File: src/rtl/lrut_ram.sv
// Generic single-port synchronous RAM with registered read data.
// No dependencies.
`default_nettype none
module lrut_ram #(
  parameter int WIDTH = 8,
  parameter int DEPTH = 16
) (
  input  wire logic                     clk,
  input  wire logic                     we,
  input  wire logic [$clog2(DEPTH)-1:0] addr,
  input  wire logic [WIDTH-1:0]         wdata,
  output logic      [WIDTH-1:0]         rdata
);

  logic [WIDTH-1:0] mem [DEPTH];
  logic [WIDTH-1:0] rdata_r;

  always_ff @(posedge clk) begin
    if (we) begin
      mem[addr] <= wdata;
    end
    rdata_r <= mem[addr];
  end

  assign rdata = rdata_r;

endmodule
`default_nettype wire
File: config.mk
export PLATFORM = sky130hd
export DESIGN_NAME = lrut_ram
export DESIGN_NICKNAME = d
export VERILOG_FILES = /design/src/rtl/lrut_ram.sv
export SDC_FILE = /design/constraint.sdc
export NUM_CORES = 1
export LEC_CHECK = 0
export BUFFER_PORTS_ARGS = -buffer_cell sky130_fd_sc_hd__buf_2
export CAP_MARGIN = 0
export CORE_MARGIN = 2
export CORE_UTILIZATION = 55
export DETAILED_ROUTE_END_ITERATION = 10
export PLACE_DENSITY = 0.72
export SLEW_MARGIN = 20
export SYNTH_ARGS = -nofsm -noshare
export SYNTH_HDL_FRONTEND = slang
export SYNTH_SLANG_ARGS = --single-unit
File: constraint.sdc
create_clock -name clk -period 2.03 [get_ports clk]
set_input_delay 0.203 -clock clk [delete_from_list [all_inputs] [get_ports clk]]
set_output_delay 0.203 -clock clk [all_outputs]
set_load 0.05 [all_outputs]
== Word-level counts from Yosys, hierarchy flattened ==
Memories as Yosys holds them, arrays and structs flattened. A register that Yosys moved wholly into a read port is not among the register bits.
Cells that the tools add are included.
W data, S select, Z words.

* Flip-flop bits (word level): 0
* Latch bits: 0
* Memory bits (writable): 128
* Bits in read-only memories: 0
* Input bits: 14
* Output and inout bits: 8
* Word-level logic and storage cells: 3
* Memories: 1

* Add/sub/neg operators: 0
* Multipliers: 0
* Divide/modulo/power cells: 0
* $lt $le $gt $ge: 0
* Equality and inequality tests: 0
* Shifts and indexed selects: 0
* Mux-type cells: 2
* Bitwise gates (word level): 0
* Reductions and logical operators: 0

{| class="wikitable"
|+ Memories
! name !! depth !! width !! read ports !! clocked after memory_dff !! wr ports !! line !! source
|-
| mem || 16 || 8 || 1 || 1 || 1 || 15 || <nowiki>logic [WIDTH-1:0] mem [DEPTH];</nowiki>
|}

{| class="wikitable"
|+ Operators by type and width
! kind !! number
|-
| $mux W1 || 2
|}

== Depth between registers and ports, before layout ==
* Depth in word-level cells: 2
* Mapped depth: 5
* Mapped depth without buffers: 3

== Worst setup path after synthesis ==
Ideal clock, no wire load.

* Path type: input-to-reg
* Start: in addr[2]
* End: mem mem[0][0], enable pin
* Library setup time: 383 ps
* Arrival: 1313 ps
* Data required time: 1647 ps
* Setup slack: 334 ps
* Stages: 2
* Buffers on the path: 0
* Cells stage by stage: or3b_2 -> nor3_1

{| class="wikitable"
|+ RTL lines
! item !! line !! source
|-
| start: declaration || 10 || <nowiki>input wire logic [$clog2(DEPTH)-1:0] addr,</nowiki>
|-
| end: declaration || 15 ||
|}

Straight into the memory's write port.

== Worst setup path after layout ==
* Start: reg rdata_r[1] (netlist: rdata[1]) (read register of mem)
* End: out rdata[1]

{| class="wikitable"
|+ RTL lines
! item !! line !! source
|-
| start: declaration || 16 || <nowiki>logic [WIDTH-1:0] rdata_r;</nowiki>
|-
| end: declaration || 12 || <nowiki>output logic [WIDTH-1:0] rdata</nowiki>
|}

No word-level cell between the ends.

==> metrics.txt <==
Final TNS setup 0 ps; Rel. slew slack 52.6%; cell family with most CP delay flip-flops; area added between synthesis and finish 18.7%; clock share of power 46.1%; Synth Cell Area between 5000 and 6000 sq um; # diodes 0; fin crit period 1350 ps; GRT Overall Usage 19.5%; total grt overflow 0; CP Max Fanout 1; WHS Endpoint mem[11][7]; initial core utilization 55.6%; setup bufs post-CTS 0; Reg-to-Reg End rdata[3]; Ys Warns 0; Final Cycle Share 66.3%; Post-CTS Hold Fix Bufs 0; dpl hpwl 5.75 mm; fmax 743 MHz; Crit path required time 1830 ps; register area share after synthesis 79.0%; CTS tree done; Die H 100 microns; r2r setup slk 710 ps; slowest stage delay, CP 350 ps; total wire length 8.84 mm; CTS sink cnt 136; P_sw 1.37 mW; Max rail drop VDD 0.000628 V; CTS resizes 0; clk root buf clkbuf_8; Worst-Margin Slew 710 ps; clock skew 12.1 ps; Die ar. about 10000 sq um; leakage ~2 nW; filler cell count about 580; largest net degree at the start of global routing 40; Max-cap violations 0; Mapped Cells 230; Final WS setup 684 ps; First DRT Iteration DRCs 146; Unique masters post-synth 18; vias in the first global route 2429; DRC viols 0; reg2reg path depth 3; Wirelength per Cell 21.9 microns; initial antenna violation count 0; Worst Hold Class in2reg; mean number of vias per cell ~5.8; row cnt 35; status completed; worst r2r src mem[1][3]; Max stage delay cell, worst path dfxtp_1; GP Congestion 0.769; vias 2351; startpoint types register; antenna-violating nets left 0; Layout Nets 294; sequential share of power 48.5%; Clock transition at path regs roughly 60 ps; fraction of layout cells with a size suffix above 1 35.8%; Initial DRT Pass Iterations 7; Clock H-tree levels 4; combinational power share 5.3%; final instance area ~6000 sq um; RSZ-0062 raised after global routing false; Worst-Skew Late Latency 520 ps; Slew Limit Fails 0; CP Buf/Inv Count 1; clk buf depth 2; Sw Share 21.0%; power per cell area approximately 1100 nW/um^2; PortBufs 21; critical path class reg2out; Pint around 5.1 mW; Worst Hold Launch wdata[7]; CP endpoint kind output pin; core area 9110 sq um; syn_nets 244; worst slack at placement 340 ps; Area after DPL 5420 sq um; WP data arrival 1140 ps; Fin. Hold Viols 0; overall die width 100 microns; first-pass GRT wire length 13.8 mm; Yosys reg bits 136; mean post-synth cell area ~22 sq um; io pins 22; worst path cell trace buf_2; Final Core Density 66.0%; TritonCTS Buffers 17; Final Setup Violations 0; hold depth 1
-- layout by cell type, fill, tap and decap left out, types with 2 or more instances in the layout --
cell          n
clkinv_4      4
nand2_1       9
clkbuf_16    16
buf_2        21
nor3_1        4
bufinv_16     3
nor2_1       13
buf_4        20
nor2b_1       2
nand3b_1      2
edfxtp_1    128
nand2b_1      2
mux4_2       32
clkinvlp_4    5
a22oi_1      16
dfxtp_1       8
-- layout make-up --
cell class	instances	area, sq um	area share, %
Timing Repair Buffer	42	275	4.58
Clock buffer	18	418	6.95
Sequential cell	136	4000	66.6
Clock inverter	14	175	2.91
Tap cell	111	139	2.31
Multi-Input combinational cell	83	1000	16.7
-- logic make-up after synthesis --
| logic type | after synthesis | share of synthesized area (%) |
|---|---|---|
| muxes | 32 | 14.2 |
| AOI/OAI and AO/OA | 16 | 2.37 |
| and+or+nand+nor | 35 | 3.21 |
| DFF | 136 | 79.0 |
| buffers and inverters | 11 | 1.19 |
-- metrics by stage --
step	total power [mW]	std cells	hold WS [ps]
final	6.51	404	69.6
after detailed placement	3.57	372	601
after global routing	6.69	404	63.3
after global placement	3.56	372	586
after floorplan	3.44	230	302
after CTS	6.55	404	55.5
-- power groups by stage --
stage | clock, mW | combinational [mW] | sequential (mW)
finish | 3.00 | 0.347 | 3.16
global route | 3.15 | 0.373 | 3.16
CTS | 3.04 | 0.352 | 3.16
detailed placement | 0 | 0.349 | 3.22
global placement | 0 | 0.342 | 3.21
floorplan | 0 | 0.162 | 3.28
-- sequential cells by signal, summed over array words and instances, names as in the netlist --
signal,cells
mem,128
rdata,8
-- worst max-delay path by stage --
stage	start	end	slack, ps	cells after the start
after floorplan	addr[2]	mem[0][0]	330	2
after global placement	addr[1]	rdata[3]	330	5
after detailed placement	addr[1]	rdata[3]	340	5
after CTS	rdata[1]	rdata[1]	680	1
after global routing	mem[11][1]	rdata[1]	630	3
final	rdata[1]	rdata[1]	680	1
-- routing by layer --
layer | vias to the layer above | wire (microns) | global-route usage, %
li1 | 1061 | - | -
met1 | 1237 | 3860 | 25.0
met2 | 44 | 4600 | 31.5
met3 | 9 | 267 | 5.92
met4 | 0 | 104 | 8.01
met5 | - | 0 | 0
-- cell usage after synthesis --
master	n	share of area, %
and2_1	1	0.12
nor2b_1	2	0.25
clkbuf_1	2	0.15
nand2_1	9	0.67
buf_6	2	0.44
nand3_1	1	0.099
edfxtp_1	128	76
nor3_1	4	0.40
clkbuf_2	1	0.099
mux4_2	32	14
nand2b_1	2	0.25
nand3b_1	2	0.30
dfxtp_1	8	3.2
buf_1	4	0.30
or3b_2	1	0.17
a22oi_1	16	2.4
nor2_1	13	0.96
buf_2	2	0.20
Power figures use the tool's default switching activity.
